==> src/hdl/sma_pkg.sv <==
// Shared types and constants for the sign-magnitude ALU.
// No dependencies.
`timescale 1ns / 1ps

package sma_pkg;

    localparam int WORD_WIDTH_DEF = 32;

    typedef enum logic [2:0] {
        OP_ADD = 3'd0,
        OP_SUB = 3'd1,
        OP_MUL = 3'd2,
        OP_EQ  = 3'd3,
        OP_GT  = 3'd4
    } op_t;

    // Flags from the operand stage
    typedef struct packed {
        op_t  op;
        logic sa;
        logic sb;
        logic za;
        logic zb;
        logic mag_ge;
        logic mag_eq;
    } s1_ctrl_t;

    // Flags from the arithmetic stage
    typedef struct packed {
        op_t  op;
        logic sum_sign;
        logic mul_sign;
        logic cmp_bit;
    } s2_ctrl_t;

endpackage

==> src/hdl/sma_front.sv <==
// Stage 1: splits operands into sign and magnitude, compares magnitudes.
// Depends on sma_pkg.
`timescale 1ns / 1ps

module sma_front #(
    parameter int WORD_WIDTH = sma_pkg::WORD_WIDTH_DEF
) (
    input  logic                  clk,
    input  logic                  rst_n,
    input  logic                  enable,
    input  logic                  valid_in,
    input  logic [2:0]            operation,
    input  logic [WORD_WIDTH-1:0] a,
    input  logic [WORD_WIDTH-1:0] b,
    output logic                  valid_out,
    output sma_pkg::s1_ctrl_t     ctrl_out,
    output logic [WORD_WIDTH-2:0] ma_out,
    output logic [WORD_WIDTH-2:0] mb_out
);

    localparam int MW = WORD_WIDTH - 1;

    logic              valid_reg;
    sma_pkg::s1_ctrl_t ctrl_reg, ctrl_next;
    logic [MW-1:0]     ma_reg, mb_reg;
    logic [MW-1:0]     ma, mb;

    assign ma = a[MW-1:0];
    assign mb = b[MW-1:0];

    always_comb
    begin
        ctrl_next.op     = sma_pkg::op_t'(operation);
        ctrl_next.sa     = a[MW];
        ctrl_next.sb     = b[MW];
        ctrl_next.za     = (ma == '0);
        ctrl_next.zb     = (mb == '0);
        ctrl_next.mag_ge = (ma >= mb);
        ctrl_next.mag_eq = (ma == mb);
    end

    always_ff @(posedge clk or negedge rst_n)
    begin
        if (!rst_n)
        begin
            valid_reg <= 1'b0;
        end
        else if (enable)
        begin
            valid_reg <= valid_in;
        end
    end

    always_ff @(posedge clk)
    begin
        if (enable && valid_in)
        begin
            ctrl_reg <= ctrl_next;
            ma_reg   <= ma;
            mb_reg   <= mb;
        end
    end

    assign valid_out = valid_reg;
    assign ctrl_out  = ctrl_reg;
    assign ma_out    = ma_reg;
    assign mb_out    = mb_reg;

endmodule

==> src/hdl/sma_arith.sv <==
// Stage 2: magnitude add/subtract, compare decisions, partial products.
// Depends on sma_pkg.
`timescale 1ns / 1ps

module sma_arith #(
    parameter int WORD_WIDTH = sma_pkg::WORD_WIDTH_DEF
) (
    input  logic                  clk,
    input  logic                  rst_n,
    input  logic                  enable,
    input  logic                  valid_in,
    input  sma_pkg::s1_ctrl_t     ctrl_in,
    input  logic [WORD_WIDTH-2:0] ma,
    input  logic [WORD_WIDTH-2:0] mb,
    output logic                  valid_out,
    output sma_pkg::s2_ctrl_t     ctrl_out,
    output logic [WORD_WIDTH-2:0] sum_out,
    output logic [WORD_WIDTH-2:0] p0_out,
    output logic [WORD_WIDTH-2-(WORD_WIDTH/2):0] p1_out,
    output logic [WORD_WIDTH-2-(WORD_WIDTH/2):0] p2_out
);

    localparam int MW = WORD_WIDTH - 1;
    localparam int H  = (MW + 1) / 2;   // low half width
    localparam int L  = MW - H;         // high half width

    logic              valid_reg;
    sma_pkg::s2_ctrl_t ctrl_reg, ctrl_next;
    logic [MW-1:0]     sum_reg, sum_next;
    logic [MW-1:0]     p0_reg;
    logic [L-1:0]      p1_reg, p2_reg;

    logic              sb_eff;
    logic [MW:0]       add_full;
    logic              na, nb;
    logic [2*H-1:0]    p0_full;
    logic [H+L-1:0]    p1_full, p2_full;

    assign sb_eff   = ctrl_in.sb ^ (ctrl_in.op == sma_pkg::OP_SUB);
    assign add_full = {1'b0, ma} + {1'b0, mb};

    // Only the cross terms' low bits reach the kept product; high*high drops out.
    assign p0_full = {{H{1'b0}}, ma[H-1:0]} * {{H{1'b0}}, mb[H-1:0]};
    assign p1_full = {{L{1'b0}}, ma[H-1:0]} * {{H{1'b0}}, mb[MW-1:H]};
    assign p2_full = {{H{1'b0}}, ma[MW-1:H]} * {{L{1'b0}}, mb[H-1:0]};

    // negative zero counts as zero
    assign na = ctrl_in.sa && !ctrl_in.za;
    assign nb = ctrl_in.sb && !ctrl_in.zb;

    always_comb
    begin
        ctrl_next.op       = ctrl_in.op;
        ctrl_next.mul_sign = ctrl_in.sa ^ ctrl_in.sb;
        if (ctrl_in.sa == sb_eff)
        begin
            sum_next           = add_full[MW-1:0];
            ctrl_next.sum_sign = ctrl_in.sa;
        end
        else if (ctrl_in.mag_ge)
        begin
            sum_next           = ma - mb;
            ctrl_next.sum_sign = ctrl_in.sa;
        end
        else
        begin
            sum_next           = mb - ma;
            ctrl_next.sum_sign = sb_eff;
        end

        if (ctrl_in.op == sma_pkg::OP_EQ)
        begin
            ctrl_next.cmp_bit = (ctrl_in.za && ctrl_in.zb)
                             || (ctrl_in.sa == ctrl_in.sb && ctrl_in.mag_eq);
        end
        else if (na != nb)
        begin
            ctrl_next.cmp_bit = !na;
        end
        else if (na)
        begin
            ctrl_next.cmp_bit = !ctrl_in.mag_ge;
        end
        else
        begin
            ctrl_next.cmp_bit = ctrl_in.mag_ge && !ctrl_in.mag_eq;
        end
    end

    always_ff @(posedge clk or negedge rst_n)
    begin
        if (!rst_n)
        begin
            valid_reg <= 1'b0;
        end
        else if (enable)
        begin
            valid_reg <= valid_in;
        end
    end

    always_ff @(posedge clk)
    begin
        if (enable && valid_in)
        begin
            ctrl_reg <= ctrl_next;
            sum_reg  <= sum_next;
            p0_reg   <= p0_full[MW-1:0];
            p1_reg   <= p1_full[L-1:0];
            p2_reg   <= p2_full[L-1:0];
        end
    end

    assign valid_out = valid_reg;
    assign ctrl_out  = ctrl_reg;
    assign sum_out   = sum_reg;
    assign p0_out    = p0_reg;
    assign p1_out    = p1_reg;
    assign p2_out    = p2_reg;

endmodule

==> src/hdl/sma_pack.sv <==
// Stage 3: finishes the product, picks the result and packs it into the output register.
// Depends on sma_pkg.
`timescale 1ns / 1ps

module sma_pack #(
    parameter int WORD_WIDTH = sma_pkg::WORD_WIDTH_DEF
) (
    input  logic                  clk,
    input  logic                  rst_n,
    input  logic                  enable,
    input  logic                  valid_in,
    input  sma_pkg::s2_ctrl_t     ctrl_in,
    input  logic [WORD_WIDTH-2:0] sum_in,
    input  logic [WORD_WIDTH-2:0] p0_in,
    input  logic [WORD_WIDTH-2-(WORD_WIDTH/2):0] p1_in,
    input  logic [WORD_WIDTH-2-(WORD_WIDTH/2):0] p2_in,
    output logic                  valid_out,
    output logic [WORD_WIDTH-1:0] result_out
);

    localparam int MW = WORD_WIDTH - 1;
    localparam int H  = (MW + 1) / 2;
    localparam int L  = MW - H;

    logic                  valid_reg;
    logic [WORD_WIDTH-1:0] result_reg, result_next;
    logic [L:0]            cross_full;
    logic [MW:0]           prod_full;
    logic [MW-1:0]         mag;
    logic                  sign;

    assign cross_full = {1'b0, p1_in} + {1'b0, p2_in};
    assign prod_full  = {1'b0, p0_in} + {1'b0, cross_full[L-1:0], {H{1'b0}}};

    always_comb
    begin
        mag         = sum_in;
        sign        = ctrl_in.sum_sign;
        result_next = '0;
        unique case (ctrl_in.op) inside
            sma_pkg::OP_ADD, sma_pkg::OP_SUB:
            begin
                mag  = sum_in;
                sign = ctrl_in.sum_sign;
                result_next = {sign && (mag != '0), mag};
            end
            sma_pkg::OP_MUL:
            begin
                mag  = prod_full[MW-1:0];
                sign = ctrl_in.mul_sign;
                result_next = {sign && (mag != '0), mag};
            end
            sma_pkg::OP_EQ, sma_pkg::OP_GT:
            begin
                result_next = {{MW{1'b0}}, ctrl_in.cmp_bit};
            end
            default:
            begin
                result_next = '0;
            end
        endcase
    end

    always_ff @(posedge clk or negedge rst_n)
    begin
        if (!rst_n)
        begin
            valid_reg <= 1'b0;
        end
        else if (enable)
        begin
            valid_reg <= valid_in;
        end
    end

    always_ff @(posedge clk)
    begin
        if (enable && valid_in)
        begin
            result_reg <= result_next;
        end
    end

    assign valid_out  = valid_reg;
    assign result_out = result_reg;

endmodule

==> src/hdl/sign_magnitude_alu.sv <==
// Sign-magnitude ALU: add, subtract, multiply, equal, greater than.
// Each accepted input word passes through the front, arith and pack stage registers before it is the output word.
// Throughput: one word per cycle while the output is not stalled; the 3-stage pipeline is set by the split multiply.
// Each stage holds only while the stage after it is full and blocked.
// Reset (rst_n low, asynchronous) clears all stage valid bits; data regs are not reset.
`timescale 1ns / 1ps

module sign_magnitude_alu #(
    parameter int WORD_WIDTH = sma_pkg::WORD_WIDTH_DEF
) (
    input  logic                  clk,
    input  logic                  rst_n,
    input  logic                  in_valid,
    output logic                  in_stall,
    input  logic [2:0]            operation,
    input  logic [WORD_WIDTH-1:0] a,
    input  logic [WORD_WIDTH-1:0] b,
    output logic                  out_valid,
    input  logic                  out_stall,
    output logic [WORD_WIDTH-1:0] result
);

    localparam int MW = WORD_WIDTH - 1;
    localparam int L  = MW - (MW + 1) / 2;

    logic              v1, v2, v3;
    logic              en1, en2, en3;
    sma_pkg::s1_ctrl_t ctrl1;
    sma_pkg::s2_ctrl_t ctrl2;
    logic [MW-1:0]     ma1, mb1;
    logic [MW-1:0]     sum2, p0_2;
    logic [L-1:0]      p1_2, p2_2;

    // a stage loads when empty or when its word moves on
    assign en3      = !v3 || !out_stall;
    assign en2      = !v2 || en3;
    assign en1      = !v1 || en2;
    assign in_stall = !en1;

    sma_front #(.WORD_WIDTH(WORD_WIDTH)) u_front (
        .clk       (clk),
        .rst_n     (rst_n),
        .enable    (en1),
        .valid_in  (in_valid),
        .operation (operation),
        .a         (a),
        .b         (b),
        .valid_out (v1),
        .ctrl_out  (ctrl1),
        .ma_out    (ma1),
        .mb_out    (mb1)
    );

    sma_arith #(.WORD_WIDTH(WORD_WIDTH)) u_arith (
        .clk       (clk),
        .rst_n     (rst_n),
        .enable    (en2),
        .valid_in  (v1),
        .ctrl_in   (ctrl1),
        .ma        (ma1),
        .mb        (mb1),
        .valid_out (v2),
        .ctrl_out  (ctrl2),
        .sum_out   (sum2),
        .p0_out    (p0_2),
        .p1_out    (p1_2),
        .p2_out    (p2_2)
    );

    sma_pack #(.WORD_WIDTH(WORD_WIDTH)) u_pack (
        .clk        (clk),
        .rst_n      (rst_n),
        .enable     (en3),
        .valid_in   (v2),
        .ctrl_in    (ctrl2),
        .sum_in     (sum2),
        .p0_in      (p0_2),
        .p1_in      (p1_2),
        .p2_in      (p2_2),
        .valid_out  (v3),
        .result_out (result)
    );

    assign out_valid = v3;

endmodule

==> config.mk <==
export PLATFORM = sky130hd
export DESIGN_NAME = sign_magnitude_alu
export DESIGN_NICKNAME = d
export VERILOG_FILES = /design/src/hdl/sma_pkg.sv /design/src/hdl/sma_front.sv /design/src/hdl/sma_arith.sv /design/src/hdl/sma_pack.sv /design/src/hdl/sign_magnitude_alu.sv
export SDC_FILE = /design/constraint.sdc
export NUM_CORES = 2
export LEC_CHECK = 0
export BUFFER_PORTS_ARGS = -buffer_cell sky130_fd_sc_hd__buf_2
export CAP_MARGIN = 20
export CORE_MARGIN = 3
export CORE_UTILIZATION = 30
export DETAILED_ROUTE_END_ITERATION = 6
export HOLD_SLACK_MARGIN = 0.03
export PLACE_DENSITY_LB_ADDON = 0.12
export SYNTH_ARGS = -nofsm -noshare
export SYNTH_HDL_FRONTEND = slang
export SYNTH_HIERARCHICAL = 1
export SYNTH_SLANG_ARGS = --single-unit
==> constraint.sdc <==
create_clock -name clk -period 6.12 [get_ports clk]
set_input_delay 0.918 -clock clk [delete_from_list [all_inputs] [get_ports clk]]
set_output_delay 0.918 -clock clk [all_outputs]
set_load 0.02 [all_outputs]
==> results_dict.tcl <==
set metrics [dict create \
    status "finished, violations left" \
    violations "design-rule violations" \
    period_needed_ps 6100 \
    viasPerCell 5.03 \
    clock-sinks 204 \
    path_clk_slew_ps 60 \
    ys_seq_area_frac 0.218 \
    synth_ff_type "edfxtp_1" \
    synthToLayoutAreaGrowth_pct 16.2 \
    nFillCells 9575 \
    hp-class "in2async" \
    synth_nets 3770 \
    wl_per_cell_um 23.4 \
    syn_inst 3031 \
    rsz0062_at_grt "true" \
    required_ps 6420 \
    ys_types 93 \
    track_usage 0.219 \
    fin_total_pwr_mw 21.8 \
    tightest_slew_ps 1070 \
    crit_fanout 6 \
    power.density_nw_per_um2 669 \
    port_buffers 104 \
    arrival_ps 6390 \
    multi_input_area_um2 19600 \
    seqCellArea_um2 6110 \
    cts_root_buffer "clkbuf_16" \
    yosysTopAreaCell "fa_1" \
    htreeDepth 1 \
    async_reset_ff_frac 0.0147 \
    cap_violations 0 \
    netlist_area_um2 28100 \
    diodes 0 \
    clkLatencyLatePin_ps 560 \
    ir_drop_mv 0.730 \
    endpoint_kind "flop" \
    ant_nets 0 \
    crit_type "reg2reg" \
    vias 22931 \
    grt_pass1_vias 23894 \
    cts_buffers 26 \
    grt_max_degree 71 \
    finalMaxSlewViolations 0 \
    io_pins 105 \
    fmax_mhz 164 \
    antenna_found_initial 3 \
    grt.overflow.total 0 \
    rr_worst_depth 22 \
    cts_hold_buf 0 \
    die_x_um 312 \
    finalHoldViolCount 0 \
    synth_edf_count 201 \
    grt_pass1_wl_um 159000 \
    final.setup.tns_ps 0 \
    fin_worst_skew_ps 10.9 \
    start_util 0.305 \
    tritoncts "done" \
    critPathLaunchType "flop" \
    dieArea_um2 97300 \
    holdWs_ps 145 \
    clockBufferDepth 3 \
    synth_area_leaders "fa_1 (24%), edfxtp_1 (21%), ha_1 (15%), inv_1 (6.9%), nand2_1 (4.7%)" \
    yosys_warnings 6 \
    drt_wl_total_um 107000 \
    p_leak_nw 15.1 \
    fin_crit_sh 0.996 \
    gp_congestion 0.948 \
    finalSetupViolations 0 \
    fp-row-count 111 \
    drive_gt1_frac 0.150 \
    ys_seq_elements 204 \
    die-height_um 312 \
    post-route-cell-area_um2 32600 \
    dp_hpwl_um 91400 \
    drt_pass1_iterations 7 \
    core_area_um2 92200 \
    timing.slew.headroom 0.278 \
    placed_area_um2 31300 \
    post-route-util 0.354 \
    post-synth-top-area-fraction 0.238 \
    nets 4037 \
    drc_errors 1 \
    drt_iter0_markers 1627 \
    syn_area_per_cell_um2 9.27 \
]
==> metal layers <==
| layer | vias up | routed length [um] | GRT usage | part of all wire |
|---|---|---|---|---|
| met5 | - | 0 | 0 | 0 |
| met4 | 0 | 2830 | 0.0507 | 0.027 |
| met3 | 123 | 7170 | 0.0341 | 0.067 |
| met2 | 766 | 48500 | 0.358 | 0.45 |
| met1 | 11562 | 48400 | 0.304 | 0.45 |
| li1 | 10480 | - | - | - |
==> final timing paths <==
kind,to,slack [ps],startpoint
worst min register to register,u_arith/ctrl_out[3]$_DFFE_PP_,480,u_front/ctrl_out[6]$_DFFE_PP_
max in group asynchronous,u_arith/valid_out$_DFFE_PN0P_,5870,rst_n
worst min-delay path,u_pack/valid_out$_DFFE_PN0P_,140,rst_n
min in group clk,u_arith/ctrl_out[3]$_DFFE_PP_,480,u_front/ctrl_out[6]$_DFFE_PP_
worst max-delay path,u_arith/p0_out[30]$_DFFE_PP_,20,u_front/ma_out[10]$_DFFE_PP_
worst max register to register,u_arith/p0_out[30]$_DFFE_PP_,20,u_front/ma_out[10]$_DFFE_PP_
==> cells by family (layout without fill, tap and decap cells) <==
logic type / count (synthesis) / in the layout / share of synthesized area
and+or+nand+nor: 864 / 864 / 0.136
adders and majority gates: 668 / 668 / 0.387
buffers and inverters: 651 / 937 / 0.0932
AOI/OAI and AO/OA: 473 / 473 / 0.113
DFF: 204 / 204 / 0.218
xor gates and xnor gates: 160 / 160 / 0.0499
muxes: 11 / 11 / 0.00419
==> stage by stage <==
stage | cells | setup slack (ps)
floorplan | 3031 | 17.0
global placement | 4479 | -91.8
detailed placement | 4479 | -92.8
CTS | 4531 | 8.46
global route | 4560 | -176
finish | 4560 | 22.9
==> report_power, final <==
group	switching [mW]	internal (mW)	leakage, nW	total (mW)
sequential	0.223	2.50	2.00	2.72
clock	0.620	0.908	0.411	1.53
combinational	9.97	7.61	12.7	17.6
total	10.8	11.0	15.1	21.8
==> layout by cell type (no fill, tap or decap), types with 6 or more instances in the layout <==
cell       Yosys  final
a211oi_1      20     20
nand2b_1      13     13
o31a_1         6      6
nor2_1       287    281
nand3b_1       7      7
buf_4          2    239
a31oi_1       16     15
xor2_1        30     30
clkinv_1      13     14
nor2b_1       15     15
o211ai_1      26     26
nor3_1        44     43
nand3_1       28     28
or3_1         17     17
xnor2_1      130    127
o21a_1        21     21
nand4_1       29     29
a21oi_1      150    146
a22o_1        26     26
nor4_1        31     30
a221oi_1       6      6
o21bai_1      20     20
fa_1         334    330
a21o_1        37     37
o31ai_1       10     10
clkbuf_16      0     26
o21ai_0       69     63
ha_1         334    327
buf_2          9    104
buf_12         0      8
nor2_2         0      6
or2_2          8      7
and2_1         9      7
inv_1        515    501
edfxtp_1     201    201
a21oi_2        2      6
nand2_1      348    343
inv_2          6     22
==> synthesized netlist by cell type (all sizes together) (19+ instances only) <==
cell type and instances:
inv 521, nand2 348, fa 334, ha 334, nor2 287, edfxtp 201, a21oi 152, xnor2 130
clkbuf 87, o21ai 71, nor3 45, a21o 39, nor4 33, buf 30, xor2 30, nand4 29
nand3 28, a22o 27, o211ai 27, o21a 21, o21bai 21, a211oi 20, or3 19
==> critical path, cell delays in order (launching register included) <==
cell and delay (ps):
edfxtp_1 370, buf_4 130, buf_12 100, buf_4 180, ha_1 200, inv_1 120
fa_1 550, inv_1 60, fa_1 580, fa_1 460, fa_1 460, fa_1 490
ha_1 350, ha_1 300, nand2_1 70, nor2_1 130, nand2_1 70, o31a_1 300
a21oi_2 230, nor3_2 90, o41ai_2 350, a21oi_1 120, xnor2_1 140
==> sequential cells by signal, summed over array words and instances, names as in the netlist <==
name / cells
u_pack/result_out: 32
u_arith/p0_out: 31
u_arith/p2_out: 15
u_arith/ctrl_out: 6
u_front/ma_out: 31
u_front/ctrl_out: 9
u_front/mb_out: 31
u_arith/valid_out: 1
u_pack/valid_out: 1
u_arith/p1_out: 15
u_front/valid_out: 1
u_arith/sum_out: 31
==> area by class of cell <==
type                       count  area share
clock buffer                  29      0.0203
clock inverter                18     0.00583
inverter                     534      0.0617
multi-input combinational   2176       0.600
sequential                   204       0.187
tap                         1243      0.0477
timing repair buffer         356      0.0776
==> timing repair <==
| item | in CTS | in global routing |
|---|---|---|
| pin swaps | 0 | 31 |
| resized for setup | 6 | 64 |
| buffers inserted | 5 | 29 |
| endpoints found under the setup margin | 3 | 10 |
| cloned | 0 | 0 |
No activity file was read; power rests on OpenSTA's default activity.
